## src/rtl/rmts_pkg.sv

```systemverilog
// Package for the rate-monotonic task scheduler: opcodes, run states, beat structs, FSM states.
// No dependencies.
`default_nettype none
package rmts_pkg;

    typedef enum logic [2:0] {
        OP_TICK     = 3'd0,
        OP_LOAD     = 3'd1,
        OP_START    = 3'd2,
        OP_DISPATCH = 3'd3,
        OP_COMPLETE = 3'd4
    } opcode_t;

    localparam logic [1:0] ST_BLOCKED = 2'd0;
    localparam logic [1:0] ST_READY   = 2'd1;
    localparam logic [1:0] ST_RUNNING = 2'd2;

    typedef struct packed {
        logic [2:0]  opcode;
        logic [2:0]  task_index;
        logic [31:0] period;
        logic [31:0] rel_deadline;
        logic [31:0] first_release;
        logic        start_ready;
        logic        task_enable;
    } in_beat_t;

    typedef struct packed {
        logic [2:0] selected_task;
        logic       task_found;
        logic       idle_chosen;
        logic       preempt_request;
        logic [3:0] misses_now;
        logic       not_started;
    } out_beat_t;

    typedef enum logic [3:0] {
        S_IDLE,
        S_TICK_RD,
        S_TICK_WB,
        S_RANK_RD,
        S_RANK_CMP,
        S_RANK_WB,
        S_FILL,
        S_LOAD,
        S_PICK,
        S_DISP_WB,
        S_COMPL,
        S_OUT
    } state_t;

endpackage
`default_nettype wire

```

## src/rtl/rate_monotonic_task_scheduler_top.sv

```systemverilog
// Rate-monotonic task scheduler, top level with the task-record memory and sequencer.
// Depends on rmts_pkg.
//
// Usage: s_ carries one command beat (tick, load, start, dispatch, complete);
// m_ returns exactly one result beat per command, in order.
// Task records (period, deadline, release, timestamps) live in one
// synchronous memory with a registered read port; per-task valid, run state
// and rank and the ready slots stay in flip-flops.
// A tick walks the memory one task at a time (read, then modify and write
// back); the level scan checks one level a cycle; start compares periods one
// pair a cycle.
// One command is in flight at a time; s_ready is low while it works or while
// its result beat waits. When the receiver stalls, the result holds in the
// output register.
// Reset clears valid bits, run states, ranks, slot used bits, current task, the tick
// counter and the started flag. No clearing pass is needed.
`default_nettype none
module rate_monotonic_task_scheduler_top #(
    parameter int NUM_TASKS   = 8,
    parameter int PRIO_LEVELS = 8,
    parameter int TIME_BITS   = 32
) (
    input  wire                 aclk,
    input  wire                 aresetn,
    input  wire                 s_valid,
    output logic                s_ready,
    input  rmts_pkg::in_beat_t  s_data,
    output logic                m_valid,
    input  wire                 m_ready,
    output rmts_pkg::out_beat_t m_data
);
    localparam int TW = (NUM_TASKS > 1) ? $clog2(NUM_TASKS) : 1;
    localparam int LW = (PRIO_LEVELS > 1) ? $clog2(PRIO_LEVELS) : 1;
    localparam int CW = $clog2(NUM_TASKS + 1);
    localparam int SW = $clog2(PRIO_LEVELS + 1);

    typedef struct packed {
        logic [TIME_BITS-1:0] period;
        logic [TIME_BITS-1:0] rel_deadline;
        logic [TIME_BITS-1:0] release_time;
        logic [TIME_BITS-1:0] abs_deadline;
        logic [TIME_BITS-1:0] last_start;
        logic [TIME_BITS-1:0] exec_total;
        logic [31:0]          miss_count;
        logic                 miss_flag;
    } rec_t;

    rec_t mem [NUM_TASKS];
    rec_t rd_reg;
    logic [TW-1:0] rd_addr;
    logic          we;
    logic [TW-1:0] wr_addr;
    rec_t          wr_data;

    always_ff @(posedge aclk) begin
        if (we) begin
            mem[wr_addr] <= wr_data;
        end
        rd_reg <= mem[rd_addr];
    end

    rmts_pkg::state_t state_reg, state_next;
    rmts_pkg::in_beat_t cmd_reg;
    rmts_pkg::out_beat_t out_reg, out_next;
    logic [NUM_TASKS-1:0] valid_reg, valid_next;
    logic [1:0]    run_reg [NUM_TASKS];
    logic [1:0]    run_next [NUM_TASKS];
    logic [LW-1:0] rank_reg [NUM_TASKS];
    logic [LW-1:0] rank_next [NUM_TASKS];
    logic [PRIO_LEVELS-1:0] used_reg, used_next;
    logic [TW-1:0] slot_reg [PRIO_LEVELS];
    logic [TW-1:0] slot_next [PRIO_LEVELS];
    logic          cur_idle_reg, cur_idle_next;
    logic [TW-1:0] cur_reg, cur_next;
    logic [TIME_BITS-1:0] tick_reg, tick_next;
    logic          started_reg, started_next;
    logic [CW-1:0] i_reg, i_next;
    logic [CW-1:0] j_reg, j_next;
    logic [SW-1:0] l_reg, l_next;
    logic [CW-1:0] r_reg, r_next;
    logic [TIME_BITS-1:0] pi_reg, pi_next;
    logic [3:0]    miss_reg, miss_next;

    wire [TW-1:0] i_t = i_reg[TW-1:0];
    wire [TW-1:0] cmd_idx = TW'(cmd_reg.task_index);
    wire          idx_ok = 32'(cmd_reg.task_index) < NUM_TASKS;
    wire [TIME_BITS-1:0] cmd_per = TIME_BITS'(cmd_reg.period);
    wire [TIME_BITS-1:0] cmd_dl = TIME_BITS'(cmd_reg.rel_deadline);
    wire [TIME_BITS-1:0] cmd_fr = TIME_BITS'(cmd_reg.first_release);
    wire [LW-1:0] l_t = l_reg[LW-1:0];

    always_ff @(posedge aclk) begin
        if (!aresetn) begin
            state_reg <= rmts_pkg::S_IDLE;
            valid_reg <= '0;
            used_reg <= '0;
            cur_idle_reg <= 1'b1;
            cur_reg <= '0;
            tick_reg <= '0;
            started_reg <= 1'b0;
            for (int k = 0; k < NUM_TASKS; k++) begin
                run_reg[k] <= rmts_pkg::ST_BLOCKED;
                rank_reg[k] <= '0;
            end
        end else begin
            state_reg <= state_next;
            valid_reg <= valid_next;
            used_reg <= used_next;
            cur_idle_reg <= cur_idle_next;
            cur_reg <= cur_next;
            tick_reg <= tick_next;
            started_reg <= started_next;
            run_reg <= run_next;
            rank_reg <= rank_next;
        end
        slot_reg <= slot_next;
        out_reg <= out_next;
        i_reg <= i_next;
        j_reg <= j_next;
        l_reg <= l_next;
        r_reg <= r_next;
        pi_reg <= pi_next;
        miss_reg <= miss_next;
        if (s_valid && s_ready) begin
            cmd_reg <= s_data;
        end
    end

    // next state
    always_comb begin
        state_next = state_reg;
        case (state_reg)
            rmts_pkg::S_IDLE: begin
                if (s_valid) begin
                    case (s_data.opcode)
                        rmts_pkg::OP_TICK:     state_next = rmts_pkg::S_TICK_RD;
                        rmts_pkg::OP_LOAD:     state_next = rmts_pkg::S_LOAD;
                        rmts_pkg::OP_START:    state_next = rmts_pkg::S_RANK_RD;
                        rmts_pkg::OP_DISPATCH: state_next = rmts_pkg::S_PICK;
                        rmts_pkg::OP_COMPLETE: state_next = rmts_pkg::S_COMPL;
                        default:               state_next = rmts_pkg::S_OUT;
                    endcase
                end
            end
            rmts_pkg::S_TICK_RD: state_next = rmts_pkg::S_TICK_WB;
            rmts_pkg::S_TICK_WB: begin
                state_next = (32'(i_reg) == NUM_TASKS - 1) ? rmts_pkg::S_PICK
                                                            : rmts_pkg::S_TICK_RD;
            end
            rmts_pkg::S_RANK_RD: begin
                if (32'(i_reg) == NUM_TASKS) begin
                    state_next = rmts_pkg::S_FILL;
                end else if (!valid_reg[i_t]) begin
                    state_next = rmts_pkg::S_RANK_RD;
                end else begin
                    state_next = rmts_pkg::S_RANK_CMP;
                end
            end
            rmts_pkg::S_RANK_CMP: begin
                if (32'(j_reg) == NUM_TASKS) begin
                    state_next = rmts_pkg::S_RANK_WB;
                end
            end
            rmts_pkg::S_RANK_WB: state_next = rmts_pkg::S_RANK_RD;
            rmts_pkg::S_FILL: begin
                if (32'(i_reg) == NUM_TASKS - 1) begin
                    state_next = rmts_pkg::S_OUT;
                end
            end
            rmts_pkg::S_LOAD:  state_next = rmts_pkg::S_OUT;
            rmts_pkg::S_COMPL: state_next = rmts_pkg::S_OUT;
            rmts_pkg::S_PICK: begin
                if (32'(l_reg) == PRIO_LEVELS || used_reg[l_t]) begin
                    if (cmd_reg.opcode == rmts_pkg::OP_DISPATCH && started_reg
                        && 32'(l_reg) != PRIO_LEVELS) begin
                        state_next = rmts_pkg::S_DISP_WB;
                    end else begin
                        state_next = rmts_pkg::S_OUT;
                    end
                end
            end
            rmts_pkg::S_DISP_WB: state_next = rmts_pkg::S_OUT;
            rmts_pkg::S_OUT: begin
                if (m_ready) begin
                    state_next = rmts_pkg::S_IDLE;
                end
            end
            default: state_next = rmts_pkg::S_IDLE;
        endcase
    end

    // datapath and outputs
    always_comb begin
        logic [TIME_BITS-1:0] rel;
        logic [TIME_BITS-1:0] pj;
        logic [TW-1:0]        t;
        logic [LW-1:0]        rk;
        rec_t                 rec;
        rel = '0;
        pj = '0;
        t = '0;
        rk = '0;
        rec = rd_reg;
        valid_next = valid_reg;
        run_next = run_reg;
        rank_next = rank_reg;
        used_next = used_reg;
        slot_next = slot_reg;
        cur_idle_next = cur_idle_reg;
        cur_next = cur_reg;
        tick_next = tick_reg;
        started_next = started_reg;
        out_next = out_reg;
        i_next = i_reg;
        j_next = j_reg;
        l_next = l_reg;
        r_next = r_reg;
        pi_next = pi_reg;
        miss_next = miss_reg;
        rd_addr = i_t;
        we = 1'b0;
        wr_addr = i_t;
        wr_data = rd_reg;
        s_ready = (state_reg == rmts_pkg::S_IDLE);
        m_valid = (state_reg == rmts_pkg::S_OUT);
        m_data = out_reg;
        case (state_reg)
            rmts_pkg::S_IDLE: begin
                i_next = '0;
                j_next = '0;
                l_next = '0;
                r_next = '0;
                miss_next = '0;
                out_next = '0;
                rd_addr = '0;
                if (s_valid && s_data.opcode == rmts_pkg::OP_TICK) begin
                    tick_next = tick_reg + 1'b1;
                end
            end
            rmts_pkg::S_TICK_RD: begin
                rd_addr = i_t;
            end
            rmts_pkg::S_TICK_WB: begin
                if (valid_reg[i_t] && run_reg[i_t] == rmts_pkg::ST_RUNNING
                    && tick_reg > rec.abs_deadline) begin
                    rec.miss_count = rec.miss_count + 1'b1;
                    rec.miss_flag = 1'b1;
                    if (miss_reg != 4'hF) begin
                        miss_next = miss_reg + 1'b1;
                    end
                end
                if (valid_reg[i_t] && rec.period != '0 && tick_reg >= rec.release_time) begin
                    if (run_reg[i_t] == rmts_pkg::ST_BLOCKED) begin
                        run_next[i_t] = rmts_pkg::ST_READY;
                        used_next[rank_reg[i_t]] = 1'b1;
                        slot_next[rank_reg[i_t]] = i_t;
                    end
                    if (rec.last_start != '0) begin
                        rec.exec_total = rec.exec_total + (tick_reg - rec.last_start);
                    end
                    rel = tick_reg + rec.period;
                    rec.release_time = rel;
                    rec.abs_deadline = rel + rec.rel_deadline;
                end
                we = valid_reg[i_t];
                wr_data = rec;
                i_next = i_reg + 1'b1;
                rd_addr = TW'(i_reg + 1'b1);
            end
            rmts_pkg::S_RANK_RD: begin
                rd_addr = i_t;
                j_next = '0;
                r_next = '0;
                if (32'(i_reg) == NUM_TASKS) begin
                    i_next = '0;
                    used_next = '0;
                end else if (!valid_reg[i_t]) begin
                    i_next = i_reg + 1'b1;
                end
            end
            rmts_pkg::S_RANK_CMP: begin
                if (32'(j_reg) == 0) begin
                    pi_next = rd_reg.period;
                end
                rd_addr = TW'(j_reg);
                if (32'(j_reg) != 0) begin
                    pj = rd_reg.period;
                    if (32'(j_reg) - 1 != 32'(i_reg) && valid_reg[TW'(j_reg - 1'b1)]
                        && (pj < pi_reg || (pj == pi_reg && j_reg - 1'b1 < i_reg))) begin
                        r_next = r_reg + 1'b1;
                    end
                end
                j_next = j_reg + 1'b1;
            end
            rmts_pkg::S_RANK_WB: begin
                rank_next[i_t] = (32'(r_reg) >= PRIO_LEVELS) ? LW'(PRIO_LEVELS - 1)
                                                              : LW'(r_reg);
                i_next = i_reg + 1'b1;
            end
            rmts_pkg::S_FILL: begin
                if (valid_reg[i_t] && run_reg[i_t] == rmts_pkg::ST_READY) begin
                    used_next[rank_reg[i_t]] = 1'b1;
                    slot_next[rank_reg[i_t]] = i_t;
                end
                started_next = 1'b1;
                i_next = i_reg + 1'b1;
            end
            rmts_pkg::S_LOAD: begin
                if (idx_ok) begin
                    rk = rank_reg[cmd_idx];
                    if (used_reg[rk] && slot_reg[rk] == cmd_idx) begin
                        used_next[rk] = 1'b0;
                    end
                    valid_next[cmd_idx] = cmd_reg.task_enable;
                    run_next[cmd_idx] = cmd_reg.start_ready ? rmts_pkg::ST_READY
                                                           : rmts_pkg::ST_BLOCKED;
                    we = 1'b1;
                    wr_addr = cmd_idx;
                    wr_data.period = cmd_per;
                    wr_data.rel_deadline = cmd_dl;
                    wr_data.release_time = cmd_fr;
                    wr_data.abs_deadline = cmd_fr + cmd_dl;
                    wr_data.last_start = '0;
                    wr_data.exec_total = '0;
                    wr_data.miss_count = '0;
                    wr_data.miss_flag = 1'b0;
                end
            end
            rmts_pkg::S_COMPL: begin
                if (idx_ok) begin
                    rk = rank_reg[cmd_idx];
                    run_next[cmd_idx] = rmts_pkg::ST_BLOCKED;
                    if (used_reg[rk] && slot_reg[rk] == cmd_idx) begin
                        used_next[rk] = 1'b0;
                    end
                    if (!cur_idle_reg && cur_reg == cmd_idx) begin
                        cur_idle_next = 1'b1;
                        cur_next = '0;
                    end
                end
            end
            rmts_pkg::S_PICK: begin
                if (32'(l_reg) == PRIO_LEVELS || used_reg[l_t]) begin
                    t = slot_reg[l_t];
                    rd_addr = t;
                    if (cmd_reg.opcode == rmts_pkg::OP_TICK) begin
                        out_next.misses_now = miss_reg;
                        if (32'(l_reg) != PRIO_LEVELS) begin
                            out_next.selected_task = 3'(t);
                            out_next.task_found = 1'b1;
                            out_next.preempt_request = cur_idle_reg ||
                                (t != cur_reg && rank_reg[t] < rank_reg[cur_reg]);
                        end
                    end else if (!started_reg) begin
                        out_next.not_started = 1'b1;
                    end else if (32'(l_reg) == PRIO_LEVELS) begin
                        cur_idle_next = 1'b1;
                        cur_next = '0;
                        out_next.idle_chosen = 1'b1;
                    end else begin
                        cur_idle_next = 1'b0;
                        cur_next = t;
                        run_next[t] = rmts_pkg::ST_RUNNING;
                        out_next.selected_task = 3'(t);
                        out_next.task_found = 1'b1;
                    end
                end else begin
                    l_next = l_reg + 1'b1;
                end
            end
            rmts_pkg::S_DISP_WB: begin
                we = 1'b1;
                wr_addr = cur_reg;
                wr_data.last_start = tick_reg;
            end
            default: ;
        endcase
    end

endmodule
`default_nettype wire

```

## config.mk

```make
export PLATFORM = sky130hd
export DESIGN_NAME = rate_monotonic_task_scheduler_top
export DESIGN_NICKNAME = d
export VERILOG_FILES = /design/src/rtl/rmts_pkg.sv /design/src/rtl/rate_monotonic_task_scheduler_top.sv
export SDC_FILE = /design/constraint.sdc
export NUM_CORES = 2
export LEC_CHECK = 0
export CAP_MARGIN = 15
export CORE_ASPECT_RATIO = 0.9
export CORE_MARGIN = 2
export CORE_UTILIZATION = 41
export CTS_BUF_LIST = sky130_fd_sc_hd__clkbuf_4 sky130_fd_sc_hd__clkbuf_8 sky130_fd_sc_hd__clkbuf_16
export CTS_CLUSTER_SIZE = 12
export DETAILED_ROUTE_END_ITERATION = 6
export DONT_BUFFER_PORTS = 1
export HOLD_SLACK_MARGIN = 0.05
export PLACE_DENSITY = 0.62
export SLEW_MARGIN = 25
export SYNTH_ARGS = -nofsm -noshare
export SYNTH_HDL_FRONTEND = slang
export SYNTH_SLANG_ARGS = --single-unit
```

## constraint.sdc

```tcl
create_clock -name aclk -period 11.8 [get_ports aclk]
set_input_delay 1.77 -clock aclk [delete_from_list [all_inputs] [get_ports aclk]]
set_output_delay 1.77 -clock aclk [all_outputs]
set_load 0.01 [all_outputs]
```

# After elaboration in Yosys (flattened, before gate mapping)
# Memory sizes are Yosys's and may differ from the RTL's. A register that Yosys moved wholly into a read port is not among the register bits.
# Index checks and enable logic that the tools add are counted.
[word_totals] register_bits=288 ram_bits=1800 out_inout_bits=13 word_cells=356 memories=1
[classes] n_addsub=14 n_lt_le_gt_ge=26 n_eq_ne=56 muxes=128 bitwise=18 reduce_logical=63
[memory_table] memory="mem" depth=8 word_bits=225 read_ports=1 rd_clocked_by_memory_dff=1 wr=1 line="rate_monotonic_task_scheduler_top.sv:48" rtl="rec_t mem [NUM_TASKS];"
[op_table] operator="one-hot mux 128 bit (2 select lines)" n=1
[op_table] operator="one-hot mux 65 bit (2 select lines)" n=1
[op_table] operator="adder 32 bit" n=4
[op_table] operator="two-way mux 16 bit" n=6
[op_table] operator="two-way mux 24 bit" n=3
[op_table] operator="two-way mux 3 bit" n=23
[op_table] operator="adder 32 x 1 -> 32 bit, second input constant" n=2
[op_table] operator="two-way mux 32 bit" n=2
[op_table] operator="two-way mux 4 bit" n=16
[op_table] operator="two-way mux 64 bit" n=1
[op_table] operator="one-hot mux 16 bit (4 select lines)" n=1
[op_table] operator="one-hot mux 32 bit (2 select lines)" n=1
[op_table] operator="nonzero test 32 bit" n=2
[op_table] operator="binary-select mux 3 bit (select 3 bit)" n=6
[op_table] operator="bitwise mux 24 bit" n=2
[op_table] operator="one-hot mux 24 bit (2 select lines)" n=1
[op_table] operator="!= test 2 bit, second input constant" n=21
[op_table] operator="two-way mux 8 bit" n=5
[op_table] operator="one-hot mux 4 bit (10 select lines)" n=1
[op_table] operator="two-way mux 33 bit" n=1
[op_table] operator="equality test 32 bit" n=1
[op_table] operator=">= comparator 32 bit" n=1
[op_table] operator=">= comparator 4 bit, second input constant" n=8
[op_table] operator="> comparator 32 bit" n=1
[op_table] operator="67 further kinds" n=194

# Depth between registers and ports, before layout
[logic_depth] depth_word=16 depth_mapped=22

# Worst setup path before layout
# Ideal clock, no wire load.
[synth_timing] path_type="flip-flop to flip-flop" from="register state_reg[3]" to="memory mem[0][100] (netlist name) (enable)" setup_ns=0.798 t_arrival_ns=11.164 setup_slack_ns=-0.163 stages_incl_launch_ff=10 path_cell_list="dfxtp_1 > clkbuf_1 > nor2b_1 > and3_1 > clkbuf_1 > and2_0 > clkbuf_1 > a221o_1 > nor2b_1 > nor3b_1"
[synth_via] elab_chain_len=5 elab_cells_between_ends=8 classes_between="eq/ne (3); mux (4); reduce/logical (1)"
[synth_rtl] item="start, declared" line="rate_monotonic_task_scheduler_top.sv:62" rtl="rmts_pkg::state_t state_reg, state_next;"
[synth_rtl] item="start signal, assigned" line="rate_monotonic_task_scheduler_top.sv:94" rtl="state_reg <= rmts_pkg::S_IDLE;"
[synth_rtl] item="start signal, assigned" line="rate_monotonic_task_scheduler_top.sv:106" rtl="state_reg <= state_next;"
[synth_rtl] item="equality test 4 x 3 -> 1 bit / equality test 4 bit (equally long branches)" line="rate_monotonic_task_scheduler_top.sv:227" rtl="case (state_reg)"
[synth_rtl] item="OR reduction 2 bit (no line)"
[synth_rtl] item="one-hot mux 1 bit (2 select lines)" line="rate_monotonic_task_scheduler_top.sv:227"
[synth_rtl] item="two-way mux 1 bit" line="rate_monotonic_task_scheduler_top.sv:56" rtl="if (we) begin"
[synth_rtl] item="two-way mux 1 bit (implied by the code)" line="rate_monotonic_task_scheduler_top.sv:57" rtl="mem[wr_addr] <= wr_data;"
[synth_rtl] item="end, declared" line="rate_monotonic_task_scheduler_top.sv:48"
# Parallel ways exist; a longest one is shown, timed or not.

==> impl_metrics.toml <==
[pwr]
p_clk_frac = 0.244
p_sw_mw = 7.34
vdd_ir_drop_max_mv = 0.348
pwr_density_cell_nw_per_um2 = 273
power_frac_comb = 0.378
p_leak_nw = 27.4
switching_share = 0.378
intPower_mw = 12.1
seqPwrFrac = 0.378

[synthesis]
synth_common_cells = "1215 x edfxtp_1, 1038 x nand2_1, 298 x mux2i_1"
synth_edf_count = 1215
synth_area_leaders = "edfxtp_1 57%, dfxtp_1 7.0%, nand2_1 6.1%"
synth.distinct_cells = 95
async_reset_ff_frac = 0
ys.warnings.count = 0
seq_area_frac_synth = 0.641
syn_inst = 5061
synth_top_area_frac = 0.571
yosys.area.top_type = "edfxtp_1"
ys_seq_elements = 1440
syn-num-nets = 5379
synth_area_sq_um = 63900
avgSynthCellArea_sq_um = 12.6
synth_flop_cell = "edfxtp_1"
yosysMostFrequentCell = "edfxtp_1"

[cells_and_area]
stdcell_area_sq_um = 71100
multi_input_area_sq_um = 21300
fillers = 13900
largest_reg_flops = 1024
syn2layout_area_growth_pct = 11.2
final_nets = 5347
drive_above_1_share = 0.0856
final_core_util = 0.459
regArea_sq_um = 41000
stdcell_count = 7241

[place]
gp_congestion = 0.923
placedCellCount = 6960
hpwl_mm = 107
place_area_sq_um = 65900
io_buffers = 0

[timing]
rsz0062_at_grt = "false"
hold_viol_final = 0
drv_slew = 0
slew_headroom = 0.248
setup_viol = 0
fin_crit_ps = 5970
layout_worst_path_cycle_share = 0.506
fin_skew_ps = 43.5
timing.fmax_mhz = 167
holdWs_ps = 493
worstMarginPinSlew_ps = 1100
finalSetupTns_ps = 0

[critical_path]
worstSetupEndpointType = "flip-flop"
startpoint_type = "flip-flop"
arrival_ps = 6530
crit_path_max_fanout = 8
reg2reg_depth = 19
cp.required_ps = 12350
rr_startpoint = "tick_reg[0]$_SDFFE_PN0P_"
rrSetupSlack_ps = 5830
critPathKind = "flip-flop to flip-flop"
timing.rr.end = "mem[0][128]$_DFFE_PP_"

[clocking]
clkLatencyLatePin_ps = 800
ctsHtreeMaxLevel = 4
clock-sinks = 1440
postCtsSetupBuffers = 0
cts_buffers = 150
clock_path_buffers = 3
cts-root-buf = "clkbuf_16"
clk_pin_slew_ps = 60
cts_resized = 0
cts_tree = "yes"
ctsHoldBuffers = 0

[detailed_routing]
drt-initial-drc-count = 5400
vias_per_cell = 5.74
dr.pass1.iters = 7
drtAntennaViolNets = 0
wl_per_cell_um = 24.1
route.vias.total = 41600
routed_wl_mm = 174
drc = 5

[flow_run]
max_cap_violations = 0

[global_route]
track_usage = 0.217
antenna_found_initial = 6
grt.overflow.total = 0
grt_pass1_vias = 39400
grt_max_degree = 137
grt_pass1_wl_mm = 258

[floorplanning]
dieWidth_um = 420
core.rowCount = 137
die-height_um = 379
die_area_sq_um = 159000
initial_core_util = 0.413
coreArea_sq_um = 155000
num_io_pins = 121

[hold_path]
hold_end = "run_reg[6]$_SDFFE_PN0P_"
min_path_type = "flip-flop to flip-flop"
min_path_cells = 2
min_from = "run_reg[6]$_SDFFE_PN0P_"

[run_status]
violations = "design-rule violations"
outcome = "finished with violations"
==> layout by cell type (no fill, tap or decap), types with 40 or more instances in the layout <==
cell type / n
nand2_1: 1038
a21oi_1: 125
inv_1: 131
a222oi_1: 127
o21ai_0: 116
mux2i_1: 298
clkbuf_4: 76
a21o_1: 59
a22oi_1: 52
xnor2_1: 76
nand4_1: 46
dfxtp_1: 225
nand3_1: 174
nor3_1: 46
ha_1: 207
o211a_1: 40
o21ai_1: 123
and2_1: 41
edfxtp_1: 1215
xor2_1: 48
nor2_1: 141
clkbuf_16: 153
buf_4: 57
==> power groups by stage <==
stage / clock [mW] / sequential [mW] / combinational [mW]
6_report: 4.74 / 7.34 / 7.33
3_3_place_gp: 0 / 7.43 / 7.09
5_1_grt: 5.02 / 7.37 / 8.02
4_1_cts: 4.83 / 7.33 / 7.24
2_1_floorplan: 0 / 7.03 / 5.47
3_5_place_dp: 0 / 7.43 / 7.20
==> per-layer routing <==
metal / vias to the layer above / routed length [um] / global-route usage
li1: 18900 / - / -
met1: 20700 / 77700 / 0.314
met2: 1750 / 79200 / 0.337
met3: 248 / 13100 / 0.0330
met4: 2 / 4470 / 0.0646
met5: - / 13 / 0
==> logic make-up after synthesis <==
logic type	count (synthesis)	share of synthesized area
buffers and inverters	387	0.0292
adders and majority gates	210	0.0414
xor gates and xnor gates	124	0.0170
DFF	1440	0.641
muxes	333	0.0571
and+or+nand+nor	1666	0.114
AOI/OAI and AO/OA	901	0.101
==> worst max path at each step <==
stage | start | end | slack (ps) | cells after the start
global route | tick_reg[0]$_SDFFE_PN0P_ | mem[0][128]$_DFFE_PP_ | 5420 | 19
detailed placement | tick_reg[0]$_SDFFE_PN0P_ | mem[0][128]$_DFFE_PP_ | 5920 | 19
CTS | tick_reg[0]$_SDFFE_PN0P_ | mem[0][128]$_DFFE_PP_ | 5920 | 19
floorplan | state_reg[3]$_SDFFE_PN0P_ | mem[1][100]$_DFFE_PP_ | 550 | 9
global placement | tick_reg[0]$_SDFFE_PN0P_ | mem[0][128]$_DFFE_PP_ | 6040 | 19
finish | tick_reg[0]$_SDFFE_PN0P_ | mem[0][128]$_DFFE_PP_ | 5830 | 19
==> critical path, cell delays in order, from the launching register on <==
cell,delay [ps]
dfxtp_1,360
ha_1,240
fa_1,420
a21o_1,190
a21oi_1,210
nor2b_1,130
o221a_2,300
o31ai_1,330
a21boi_0,350
ha_1,370
a211oi_1,290
nor2_1,90
or3_1,320
a211o_1,300
o41ai_2,570
o21ai_1,280
o31ai_1,320
xor2_1,210
xnor2_1,90
o21ai_1,370
==> through the flow <==
step	setup slack, ps	total power [mW]
floorplan	549	12.5
global placement	6040	14.5
detailed placement	5920	14.6
CTS	5920	19.4
global route	5420	20.4
finish	5830	19.4
==> cell type report <==
cell class	instances	share of cell area
Multi-Input combinational cell	3234	0.299
Tap cell	2085	0.0367
Inverter	134	0.00708
Clock buffer	241	0.0642
Antenna cell	2	0.0000704
Clock inverter	36	0.00651
Timing Repair Buffer	69	0.00947
Sequential cell	1440	0.577
Note: power is estimated with default switching activity, not from simulation.
